$ cat config.mk
export PLATFORM = sky130hd
export DESIGN_NAME = triangle_tone_differential_pwm_flat
export DESIGN_NICKNAME = d
export VERILOG_FILES = /design/src/rtl/ttdp_pkg.sv /design/src/rtl/ttdp_if.sv /design/src/rtl/ttdp_step.sv /design/src/rtl/triangle_tone_differential_pwm.sv /design/src/flat_wrapper.sv
export VERILOG_INCLUDE_DIRS = /design/src /design/src/rtl
export SDC_FILE = /design/constraint.sdc
export NUM_CORES = 1
export LEC_CHECK = 0
export BUFFER_PORTS_ARGS = -buffer_cell sky130_fd_sc_hd__buf_4
export CAP_MARGIN = 20
export CORE_MARGIN = 5
export CORE_UTILIZATION = 62
export CTS_CLUSTER_SIZE = 14
export DETAILED_ROUTE_END_ITERATION = 8
export GPL_TIMING_DRIVEN = 1
export PLACE_DENSITY = 0.82
export RECOVER_POWER = 100
export SLEW_MARGIN = 20
export SYNTH_ARGS = -nofsm -noshare
export SYNTH_HDL_FRONTEND = slang
export SYNTH_SLANG_ARGS = --single-unit
$ cat constraint.sdc
create_clock -name clk -period 10.4 [get_ports clk]
set_clock_uncertainty 0.1 [all_clocks]
set_input_delay 2.6 -clock clk [delete_from_list [all_inputs] [get_ports clk]]
set_output_delay 2.6 -clock clk [all_outputs]
set_load 0.005 [all_outputs]
$ cat src/rtl/triangle_tone_differential_pwm_macros.svh
// Assertion macros shared by the triangle tone PWM driver.
`ifndef TRIANGLE_TONE_DIFFERENTIAL_PWM_MACROS_SVH
`define TRIANGLE_TONE_DIFFERENTIAL_PWM_MACROS_SVH

`ifndef SYNTHESIS

// Same-cycle implication, checked at every clock edge out of reset.
`define TTDP_ASSERT_IMPLIES(label, clk, rst_n, ante, cons) \
    label: assert property (@(posedge clk) disable iff (!rst_n) (ante) |-> (cons)) \
        else $error("assertion failed: same-cycle implication");

// Next-cycle implication.
`define TTDP_ASSERT_NEXT(label, clk, rst_n, ante, cons) \
    label: assert property (@(posedge clk) disable iff (!rst_n) (ante) |=> (cons)) \
        else $error("assertion failed: next-cycle implication");

`else

`define TTDP_ASSERT_IMPLIES(label, clk, rst_n, ante, cons)
`define TTDP_ASSERT_NEXT(label, clk, rst_n, ante, cons)

`endif

`endif

$ cat src/rtl/ttdp_pkg.sv
// Types and constants for the triangle tone PWM driver.
`default_nettype none

package ttdp_pkg;

    // Default parameter values
    localparam int RAMP_PEAK_DEF   = 31;
    localparam int SAMPLE_BITS_DEF = 10;

    // Field widths
    localparam int SIG_W    = 12;
    localparam int DUTY_W   = 10;
    localparam int PERIOD_W = 10;
    localparam int GAIN_W   = 8;
    localparam int TICK_W   = 8;
    localparam int READ_W   = 8;

    // Arithmetic constants
    localparam int PERIOD_FLOOR = 40;
    localparam int PERIOD_MAX   = 1023;
    localparam int PERIOD_RESET = 48;
    localparam int SIG_CLAMP    = 511;
    localparam int DUTY_MID     = 512;
    localparam int SIG_MAX      = 2047;
    localparam int SIG_MIN      = -2048;

    // Item kinds
    typedef enum logic [1:0] {
        FUNC_CONV = 2'd0,
        FUNC_TICK = 2'd1,
        FUNC_PWM  = 2'd2
    } ttdp_func_t;

    // Architectural state apart from the ramp position
    typedef struct packed {
        logic signed [SIG_W-1:0]  signal_level;
        logic                     ramp_rising;
        logic [GAIN_W-1:0]        latched_gain;
        logic [GAIN_W-1:0]        pending_gain;
        logic [PERIOD_W-1:0]      period;
        logic                     freq_channel;
        logic                     second_read;
        logic                     led;
        logic [DUTY_W-1:0]        duty_pos;
        logic [DUTY_W-1:0]        duty_neg;
    } ttdp_state_t;

    localparam ttdp_state_t STATE_RESET = '{
        signal_level: '0,
        ramp_rising:  1'b1,
        latched_gain: '0,
        pending_gain: GAIN_W'(1),
        period:       PERIOD_W'(PERIOD_RESET),
        freq_channel: 1'b0,
        second_read:  1'b0,
        led:          1'b0,
        duty_pos:     DUTY_W'(DUTY_MID),
        duty_neg:     DUTY_W'(DUTY_MID)
    };

endpackage

`default_nettype wire

$ cat src/rtl/ttdp_if.sv
// Valid/ready channel interfaces for events in and results out.
`default_nettype none

interface ttdp_in_if
    import ttdp_pkg::*;
    #(parameter int SAMPLE_BITS = SAMPLE_BITS_DEF)
    ();
    logic                   valid;
    logic                   ready;
    logic [1:0]             func;
    logic [SAMPLE_BITS-1:0] adc_sample;

    modport source (output valid, output func, output adc_sample, input ready);
    modport sink   (input valid, input func, input adc_sample, output ready);
endinterface

interface ttdp_out_if
    import ttdp_pkg::*;
    ();
    logic                     valid;
    logic                     ready;
    logic [DUTY_W-1:0]        duty_positive;
    logic [DUTY_W-1:0]        duty_negative;
    logic [TICK_W-1:0]        tick_interval;
    logic                     channel_select;
    logic                     led;
    logic signed [SIG_W-1:0]  signal_out;

    modport source (output valid, output duty_positive, output duty_negative,
                    output tick_interval, output channel_select, output led,
                    output signal_out, input ready);
    modport sink   (input valid, input duty_positive, input duty_negative,
                    input tick_interval, input channel_select, input led,
                    input signal_out, output ready);
endinterface

`default_nettype wire

$ cat src/rtl/ttdp_step.sv
// Next-state logic for one item: conversion, generator tick or PWM tick.
`default_nettype none

module ttdp_step
    import ttdp_pkg::*;
#(
    parameter int RAMP_PEAK   = RAMP_PEAK_DEF,
    parameter int SAMPLE_BITS = SAMPLE_BITS_DEF,
    parameter int RAMP_W      = $clog2(RAMP_PEAK + 1) + 1
)
(
    input  wire logic                     mode,
    input  wire logic [1:0]               func,
    input  wire logic [SAMPLE_BITS-1:0]   adc_sample,
    input  wire ttdp_state_t              cur,
    input  wire logic signed [RAMP_W-1:0] ramp_cur,
    output ttdp_state_t                   upd,
    output logic signed [RAMP_W-1:0]      ramp_upd
);

    localparam int MAG_W  = RAMP_W - 1;
    localparam int PROD_W = MAG_W + GAIN_W;
    localparam int WIDE_W = ((PROD_W > SIG_W) ? PROD_W : SIG_W) + 1;

    localparam logic signed [RAMP_W-1:0] PEAK_POS = RAMP_W'(RAMP_PEAK);
    localparam logic signed [RAMP_W-1:0] PEAK_NEG = -RAMP_W'(RAMP_PEAK);

    logic [SIG_W:0]              samp_ext;
    logic signed [SIG_W-1:0]     pass_level;
    logic [READ_W-1:0]           reading;
    logic [PERIOD_W:0]           p_sum;
    logic [PERIOD_W-1:0]         p_new;
    logic [GAIN_W-1:0]           gain;
    logic signed [RAMP_W-1:0]    step_n;
    logic [RAMP_W-1:0]           step_abs;
    logic [MAG_W-1:0]            mag;
    logic [PROD_W-1:0]           prod;
    logic [WIDE_W-1:0]           quot;
    logic signed [SIG_W-1:0]     ramp_level;
    logic                        reverse;
    logic signed [SIG_W-1:0]     clamped;
    logic signed [SIG_W-1:0]     pos_full;
    logic signed [SIG_W-1:0]     neg_full;

    // Passthrough sample, saturated to the signal range
    always_comb
    begin
        samp_ext = (SIG_W + 1)'(adc_sample);
        if (samp_ext > (SIG_W + 1)'(SIG_MAX))
            pass_level = SIG_W'(SIG_MAX);
        else
            pass_level = samp_ext[SIG_W-1:0];
    end

    // Control reading and smoothed period
    always_comb
    begin
        reading = adc_sample[SAMPLE_BITS-1 -: READ_W];
        p_sum   = {1'b0, cur.period} - (PERIOD_W + 1)'(cur.period[PERIOD_W-1:2])
                + (PERIOD_W + 1)'(reading);
        if (p_sum < (PERIOD_W + 1)'(PERIOD_FLOOR))
            p_new = PERIOD_W'(PERIOD_FLOOR);
        else if (p_sum > (PERIOD_W + 1)'(PERIOD_MAX))
            p_new = PERIOD_W'(PERIOD_MAX);
        else
            p_new = p_sum[PERIOD_W-1:0];
    end

    // Ramp step, gain latch at zero and scaled level
    always_comb
    begin
        gain     = (ramp_cur == '0) ? cur.pending_gain : cur.latched_gain;
        step_n   = cur.ramp_rising ? (ramp_cur + RAMP_W'(1)) : (ramp_cur - RAMP_W'(1));
        step_abs = step_n[RAMP_W-1] ? RAMP_W'(-step_n) : RAMP_W'(step_n);
        mag      = step_abs[MAG_W-1:0];
        prod     = PROD_W'(mag) * PROD_W'(gain);
        quot     = WIDE_W'(prod[PROD_W-1:2]);
        if (step_n[RAMP_W-1])
        begin
            if (quot > WIDE_W'(-SIG_MIN))
                ramp_level = SIG_W'(SIG_MIN);
            else
                ramp_level = -SIG_W'(quot);
        end
        else
        begin
            if (quot > WIDE_W'(SIG_MAX))
                ramp_level = SIG_W'(SIG_MAX);
            else
                ramp_level = SIG_W'(quot);
        end
        reverse = (step_n >= PEAK_POS) || (step_n <= PEAK_NEG);
    end

    // Signal clamp and complementary duties
    always_comb
    begin
        if (cur.signal_level > SIG_W'(SIG_CLAMP))
            clamped = SIG_W'(SIG_CLAMP);
        else if (cur.signal_level < -SIG_W'(SIG_CLAMP))
            clamped = -SIG_W'(SIG_CLAMP);
        else
            clamped = cur.signal_level;
        pos_full = SIG_W'(DUTY_MID) + clamped;
        neg_full = SIG_W'(DUTY_MID) - clamped;
    end

    // Select the update by item kind
    always_comb
    begin
        upd      = cur;
        ramp_upd = ramp_cur;
        case (func)
            FUNC_CONV:
            begin
                if (!mode)
                    upd.signal_level = pass_level;
                else if (!cur.second_read)
                    upd.second_read = 1'b1;
                else
                begin
                    upd.second_read  = 1'b0;
                    upd.freq_channel = ~cur.freq_channel;
                    if (cur.freq_channel)
                        upd.period = p_new;
                    else
                        upd.pending_gain = reading;
                end
            end
            FUNC_TICK:
            begin
                if (mode)
                begin
                    upd.latched_gain = gain;
                    upd.signal_level = ramp_level;
                    upd.ramp_rising  = reverse ? ~cur.ramp_rising : cur.ramp_rising;
                    ramp_upd         = step_n;
                end
            end
            FUNC_PWM:
            begin
                upd.led      = ~cur.led;
                upd.duty_pos = pos_full[DUTY_W-1:0];
                upd.duty_neg = neg_full[DUTY_W-1:0];
            end
            default:
            begin
                upd = cur;
            end
        endcase
    end

endmodule

`default_nettype wire

$ cat src/rtl/triangle_tone_differential_pwm.sv
// Path: an item accepted into the input register is stepped and shows its result on results from the result register.
// Throughput: one item per cycle while results is not stalled; input register, one pass of next-state logic,
// result register. A stalled result holds the pipe; one more item is still taken.
// Reset: asynchronous, active low; mode is passthrough, duties 512/512,
// period 48, ramp at zero and rising, pending gain 1.
`default_nettype none

`include "triangle_tone_differential_pwm_macros.svh"

module triangle_tone_differential_pwm
    import ttdp_pkg::*;
#(
    parameter int RAMP_PEAK   = RAMP_PEAK_DEF,
    parameter int SAMPLE_BITS = SAMPLE_BITS_DEF
)
(
    input  wire logic         clk,
    input  wire logic         rst_n,
    input  wire logic         cfg_we,
    input  wire logic         cfg_wdata,
    ttdp_in_if.sink           events,
    ttdp_out_if.source        results
);

    localparam int RAMP_W = $clog2(RAMP_PEAK + 1) + 1;

    logic                      mode_reg;
    logic                      s1_valid_reg, s1_valid_next;
    logic [1:0]                s1_func_reg;
    logic [SAMPLE_BITS-1:0]    s1_sample_reg;
    logic                      out_valid_reg, out_valid_next;
    ttdp_state_t               state_reg, state_next, upd;
    logic signed [RAMP_W-1:0]  ramp_reg, ramp_next, ramp_upd;
    logic                      advance, accept, fire;

    logic [DUTY_W-1:0]         duty_pos_reg, duty_neg_reg;
    logic [TICK_W-1:0]         tick_reg;
    logic                      chan_reg, led_reg;
    logic signed [SIG_W-1:0]   sig_reg;

    // Handshake control
    assign advance       = !out_valid_reg || results.ready;
    assign events.ready  = !s1_valid_reg || advance;
    assign accept        = events.valid && events.ready;
    assign fire          = s1_valid_reg && advance;
    assign s1_valid_next = accept ? 1'b1 : (advance ? 1'b0 : s1_valid_reg);
    assign out_valid_next = advance ? s1_valid_reg : out_valid_reg;

    // Mode register
    always_ff @(posedge clk or negedge rst_n)
    begin
        if (!rst_n)
            mode_reg <= 1'b0;
        else if (cfg_we)
            mode_reg <= cfg_wdata;
    end

    // Input register
    always_ff @(posedge clk)
    begin
        if (accept)
        begin
            s1_func_reg   <= events.func;
            s1_sample_reg <= events.adc_sample;
        end
    end

    // Next-state logic
    ttdp_step #(
        .RAMP_PEAK   (RAMP_PEAK),
        .SAMPLE_BITS (SAMPLE_BITS),
        .RAMP_W      (RAMP_W)
    ) u_step (
        .mode       (mode_reg),
        .func       (s1_func_reg),
        .adc_sample (s1_sample_reg),
        .cur        (state_reg),
        .ramp_cur   (ramp_reg),
        .upd        (upd),
        .ramp_upd   (ramp_upd)
    );

    assign state_next = fire ? upd : state_reg;
    assign ramp_next  = fire ? ramp_upd : ramp_reg;

    // State and valid bits
    always_ff @(posedge clk or negedge rst_n)
    begin
        if (!rst_n)
        begin
            s1_valid_reg  <= 1'b0;
            out_valid_reg <= 1'b0;
            state_reg     <= STATE_RESET;
            ramp_reg      <= '0;
        end
        else
        begin
            s1_valid_reg  <= s1_valid_next;
            out_valid_reg <= out_valid_next;
            state_reg     <= state_next;
            ramp_reg      <= ramp_next;
        end
    end

    // Result register
    always_ff @(posedge clk)
    begin
        if (fire)
        begin
            duty_pos_reg <= upd.duty_pos;
            duty_neg_reg <= upd.duty_neg;
            tick_reg     <= upd.period[PERIOD_W-1:2];
            chan_reg     <= upd.freq_channel;
            led_reg      <= upd.led;
            sig_reg      <= upd.signal_level;
        end
    end

    assign results.valid          = out_valid_reg;
    assign results.duty_positive  = duty_pos_reg;
    assign results.duty_negative  = duty_neg_reg;
    assign results.tick_interval  = tick_reg;
    assign results.channel_select = chan_reg;
    assign results.led            = led_reg;
    assign results.signal_out     = sig_reg;

    // Checks
    `TTDP_ASSERT_IMPLIES(a_duty_sum, clk, rst_n, results.valid, (11'(results.duty_positive) + 11'(results.duty_negative)) == 11'(2 * DUTY_MID))
    `TTDP_ASSERT_IMPLIES(a_ramp_bound, clk, rst_n, 1'b1, (ramp_reg <= RAMP_W'(RAMP_PEAK)) && (ramp_reg >= -RAMP_W'(RAMP_PEAK)))
    `TTDP_ASSERT_IMPLIES(a_period_floor, clk, rst_n, 1'b1, state_reg.period >= PERIOD_W'(PERIOD_FLOOR))
    `TTDP_ASSERT_NEXT(a_led_toggle, clk, rst_n, fire && (s1_func_reg == FUNC_PWM), state_reg.led != $past(state_reg.led))

endmodule

`default_nettype wire
$ cat src/flat_wrapper.sv
// flat-port wrapper written by rule: the top's interface ports become plain ports
module triangle_tone_differential_pwm_flat import ttdp_pkg::*;
#(
    parameter int RAMP_PEAK   = RAMP_PEAK_DEF,
    parameter int SAMPLE_BITS = SAMPLE_BITS_DEF
)
  (clk, rst_n, cfg_we, cfg_wdata, events_valid, events_func, events_adc_sample, events_ready, results_valid, results_duty_positive, results_duty_negative, results_tick_interval, results_channel_select, results_led, results_signal_out, results_ready);
  ttdp_in_if #(.SAMPLE_BITS(SAMPLE_BITS)) events_i ();
  ttdp_out_if results_i ();
  input  wire logic clk;
  input  wire logic rst_n;
  input  wire logic cfg_we;
  input  wire logic cfg_wdata;
  input wire logic [$bits(events_i.valid)-1:0] events_valid;
  input wire logic [$bits(events_i.func)-1:0] events_func;
  input wire logic [$bits(events_i.adc_sample)-1:0] events_adc_sample;
  output wire logic [$bits(events_i.ready)-1:0] events_ready;
  output wire logic [$bits(results_i.valid)-1:0] results_valid;
  output wire logic [$bits(results_i.duty_positive)-1:0] results_duty_positive;
  output wire logic [$bits(results_i.duty_negative)-1:0] results_duty_negative;
  output wire logic [$bits(results_i.tick_interval)-1:0] results_tick_interval;
  output wire logic [$bits(results_i.channel_select)-1:0] results_channel_select;
  output wire logic [$bits(results_i.led)-1:0] results_led;
  output wire logic [$bits(results_i.signal_out)-1:0] results_signal_out;
  input wire logic [$bits(results_i.ready)-1:0] results_ready;
  assign events_i.valid = events_valid;
  assign events_i.func = events_func;
  assign events_i.adc_sample = events_adc_sample;
  assign events_ready = events_i.ready;
  assign results_valid = results_i.valid;
  assign results_duty_positive = results_i.duty_positive;
  assign results_duty_negative = results_i.duty_negative;
  assign results_tick_interval = results_i.tick_interval;
  assign results_channel_select = results_i.channel_select;
  assign results_led = results_i.led;
  assign results_signal_out = results_i.signal_out;
  assign results_i.ready = results_ready;
  triangle_tone_differential_pwm #(.RAMP_PEAK(RAMP_PEAK), .SAMPLE_BITS(SAMPLE_BITS)) u_core (.clk(clk), .rst_n(rst_n), .cfg_we(cfg_we), .cfg_wdata(cfg_wdata), .events(events_i), .results(results_i));
endmodule
=== Word level (Yosys, flattened, before mapping) ===
Index checks and enable logic that the tools add are counted.

* $add $sub $neg: 8
* Multiply operators: 1
* Order comparisons: 6
* Equality and inequality tests: 2
* Muxes and demuxes: 20
* Bitwise logic cells: 3
* Reduce and logical (&&, ||, !) cells: 15

{| class="wikitable"
|+ Operators by type and width
! kind !! number
|-
| 10-bit two-way mux || 5
|-
| 12-bit two-way mux || 4
|-
| 21-bit two-way mux || 2
|-
| 12-bit one-hot mux with 2 select lines || 1
|-
| 5-bit by 8-bit multiplier with 13-bit output || 1
|-
| 12-bit by 10-bit > comparator with 1-bit output (second input constant) || 1
|-
| 12-bit by 10-bit less-than comparator with 1-bit output (second input constant) || 1
|-
| 11-bit negator with 12-bit output || 1
|-
| 11-bit by 8-bit adder with 11-bit output || 1
|-
| 11-bit by 10-bit > comparator with 1-bit output (second input constant) || 1
|-
| 11-bit by 6-bit less-than comparator with 1-bit output (second input constant) || 1
|-
| 11-bit two-way mux || 1
|-
| 10-bit by 8-bit subtractor with 11-bit output || 1
|-
| 10-bit adder (first input constant) || 1
|-
| 5-bit AND reduction || 2
|-
| 10-bit subtractor (first input constant) || 1
|-
| 8-bit two-way mux || 1
|-
| 6-bit by 2-bit adder with 6-bit output (second input constant) || 1
|-
| 6-bit greater-or-equal comparator (second input constant) || 1
|-
| 6-bit less-or-equal comparator (second input constant) || 1
|-
| 6-bit zero test || 1
|-
| 6-bit two-way mux || 1
|-
| 3-bit AND reduction || 2
|-
| 6-bit by 2-bit subtractor with 6-bit output (second input constant) || 1
|-
| 12 further kinds || 21
|}

* Flip-flop bits (word level): 125
* Input bits: 18
* Output and inout bits: 44
* Word-level logic and storage cells: 78

=== Longest topological paths before layout ===
* Word-level depth: 9
* Mapped depth: 24
* Gate-level depth less buffers: 23

=== By module ===
A second synthesis with hierarchy kept.

* Cell total of the unflattened synthesis: 808
* Area, all modules: 8424.3 um^2

{| class="wikitable"
|+ By module, submodules not included
! module !! times used !! cells each !! area each (um^2) !! seq. area each (um^2)
|-
| triangle_tone_differential_pwm || 1 || 208 || 4319.1 || 3405.8
|-
| ttdp_step || 1 || 600 || 4105.2 || 0.0
|}

=== Least setup slack after synthesis ===
No wires, ideal clock.

* Kind: register -> register
* Start point: reg u_core.state_reg[49] in the netlist's numbering
* End point: reg u_core.sig_reg[11] (netlist: u_core.results.signal_out[11]), data pin
* Library setup time: 0.256 ns
* Data arrival time: 5.943 ns
* Data required time: 10.044 ns
* Setup slack: 4.100 ns
* Stages on the path, launching flop included: 24
* Path buffers: 1
* Clock period less this slack: 6.300 ns
* Cell sequence: dfstp_2 -> inv_1 -> ha_1 -> a211oi_1 -> nor2_1 -> a31o_2 -> nor2_2 -> a21oi_1 -> xnor2_1 -> nor2_1 -> fa_1 -> fa_1 -> inv_1 -> fa_1 -> inv_1 -> ha_1 -> buf_2 -> a21oi_1 -> nand2_1 -> or3_1 -> a21oi_2 -> nand4_1 -> or3_1 -> a22o_1

{| class="wikitable"
|+ RTL lines
! item !! line !! text
|-
| start, declared || triangle_tone_differential_pwm.sv:32 || <nowiki>ttdp_state_t state_reg, state_next, upd;</nowiki>
|-
| start signal, assigned || triangle_tone_differential_pwm.sv:100 || <nowiki>state_reg <= state_next;</nowiki>
|-
| end signal, assigned || triangle_tone_differential_pwm.sv:115 || <nowiki>sig_reg <= upd.signal_level;</nowiki>
|-
| end, declared || triangle_tone_differential_pwm.sv:39 || <nowiki>logic signed [SIG_W-1:0] sig_reg;</nowiki>
|}

==> results.md <==
* Crit path max-delay family: adder cells
* Die W at 125 µm
* Main synth FF type: dfrtp_1
* ANT nets after route at 0
* Worst Hold Launch: u_core.state_reg[1]
* CTS sink cnt at approximately 130
* Drt drc at 0
* CP Class: register to register
* CP bufs+invs at 2
* Gate Count Post-Synth at 855
* CP max FO at 17
* Vias in the first global route at around 6300
* Hpwl dp at 13.2 mm
* Post-synth EDFFs at between 50 and 60
* Number of vias in the routed layout at approximately 6500
* Num CTS Buffers at 17
* Crit path time final at 7.77 ns
* Syn Std Cell Area at slightly above 8000 µm²
* Post-synthesis cell type count at 77
* Largest net degree at the start of global routing at 72
* Status: complete, but fails checks
* Vias per cell at around 5.9
* Top-level port count at between 60 and 70
* Cell Rows at 42
* Initial antenna violation count at 0
* Fin nets at a little under 1000
* Commonest non-fill, non-tap cell in the layout: nand2_1
* Fin. Hold Viols at 0
* Reg clk slew, reported paths at around 0.06 ns
* Hold Slack at ~0.37 ns
* Postcts setup bufs at 0
* Leakage at ~4.1 nW
* Worst Tran Pin Value at 3.99 ns
* Worst setup SP type: register
* Area Growth Syn to Fin at 12.6%
* Crit-path cells: inv_1 > ha_1 > a211oi_1 > nor2_1 > a31o_2 > nor2_1 > nor2_1 > xnor2_1 > or2_0 > fa_1 > fa_1 > fa_1 > inv_1 > ha_1 > nor2b_1 > o211ai_1 > a31oi_1 > o311ai_0 > a41oi_1 > xnor2_1 > o221ai_1
* Post-route setup TNS at 0 ns
* Register area at between 3000 and 4000 µm²
* DP Area at between 8000 and 9000 µm²
* H-Tree Depth at 4
* Crit. End Element: register
* Starting Density at a little over three fifths
* P per Cell Area at between 200 and 300 nW/µm²
* Most frequent cells in the layout: nand2_1, inv_1, nor2_1
* Worst Path Required at between 10 and 15 ns
* Total grt overflow at 0
* Synth warn at 0
* Final setup violation count at 0
* Cell taking the most area after synthesis: dfrtp_1
* Length of the first detailed-routing pass in iterations at 5
* Failing checks: max-capacitance violations, max-slew violations
* CTS max path bufs at 2
* Hold Buf Count CTS at 0
* Final instance area at around 9200 µm²
* Die height at about 120 µm
* Fraction of layout cells with a size suffix above 1 at a little under an eighth
* Post_cts resized at 0
* Wirelength, routed at about 18 mm
* DRT iter0 DRCs at 490
* All-layer global routing usage at about a quarter
* Peak supply drop at approximately 0.00026 V
* Crit-path slowest cell: nor2_1
* Mapped Nets at about 940
* Worst Path Arrival at ~8 ns
* Synth top area cells: dfrtp_1, edfxtp_1, fa_1
* #FFs+latches synth at between 100 and 150
* Avg Cell Area, Syn at about 9.6 µm²
* Multi-input logic area at between 4000 and 5000 µm²
* Antenna diodes at 0
* Synth async-reset ratio at 56.8%
* Post-synthesis sequential area ratio at approximately 42%
* Worst path max stage delay at approximately 0.79 ns
* First-pass GRT wire length at ~31 mm
* Fmax at around 130 MHz
* Final Cycle Share at between 70 and 80%
* Rel. slew slack at -166%
* Clock Latency Late Sink at 0.42 ns
* Slew Viols, Final at 146
* Root buf cell: clkbuf_16
* Fill cell instance count of the final layout at slightly below 1000
* Port Buf Inserts at 61
* Max Cap Viol at 3
* Critical R2R Launch: u_core.state_reg[49]
* CTS tree: yes
* Hold Path Class: register to register
* Core Area at around 13000 µm²
* Max FFs per register at between 60 and 70
* Yosys top cell area share at roughly 20%
* Setup crit start: u_core.state_reg[49]
* Die ar. at around 16000 µm²
* Drt wl/cell at 16.8 µm
* Unrepaired setup endpoints after global routing: no
* Routability Congestion at a little under 0.9
-- routing by layer --
metal,global-route usage [%],vias up,routed length (µm)
met2,39.4,213,8730
met1,32.6,3100,8060
li1,-,3127,-
met3,6.23,36,1160
met5,0,-,0
met4,8.42,0,466
-- cell usage after synthesis, types with 11 or more instances --
master and number:
ha_1 41, o21ai_1 34, xor2_1 12, dfrtp_1 65
xnor2_1 21, edfxtp_1 54, a21o_1 11, o22ai_1 13
clkbuf_1 22, a21oi_1 41, fa_1 27, nand3_1 12
o21ai_0 42, inv_1 71, nor2_1 70, nand2_1 101
-- layout make-up --
cell class / instances / area share (%)
multi-input combinational: 623 / 46.7
sequential: 125 / 36.9
inverter: 74 / 3.01
clock inverter: 11 / 1.55
clock buffer: 21 / 4.88
timing repair buffer: 64 / 4.60
tap: 176 / 2.39
-- where the power goes --
| group | internal [W] | switching, W |
|---|---|---|
| Clock | 0.000381 | 0.000214 |
| Sequential | 0.000670 | 0.000117 |
| Combinational | 0.000446 | 0.000645 |
-- per-stage QoR --
stage	utilization, %	worst slack (ns)	power, W	std cells
finish	70.5	2.63	0.00247	1094
global route	70.5	1.97	0.00266	1094
CTS	71.4	3.23	0.00252	1094
detailed placement	66.9	3.24	0.00191	1062
global placement	66.9	3.44	0.00187	1062
floorplan	-	4.10	0.00162	855
-- cells by family (layout without fill, tap and decap cells) --
family                     after synthesis  in the layout  share of synthesized area (%)
and+or+nand+nor                        261            261                           14.9
xor gates and xnor gates                33             33                           3.53
DFF                                    125            125                           41.6
buffers and inverters                  107            170                           5.18
AOI/OAI and AO/OA                      240            240                           19.2
adders and majority gates               68             68                           12.9
muxes                                   21             21                           2.73
-- worst reg2reg max path, delay by kind of cell (launching register included) --
kind	cells	cell delay, ns
AO/OA/AOI/OAI	7	2.14
AND/OR/NAND/NOR	5	1.44
adder cells (fa/ha/maj)	5	2.21
buffers and inverters	2	0.19
XOR/XNOR	2	0.81
flip-flops	1	0.58
-- final timing paths --
path	cells past startpoint	endpoint	slack, ns
max in group asynchronous	1	u_core.ramp_reg[2]	4.49
worst max-delay path	21	u_core.results.signal_out[9]	2.63
worst max register to register	21	u_core.results.signal_out[9]	2.63
worst min register to register	2	u_core.state_reg[1]	0.37
worst min-delay path	2	u_core.state_reg[1]	0.37
min in group asynchronous	1	u_core.state_reg[60]	3.46
(Power assumes the default switching activity.)
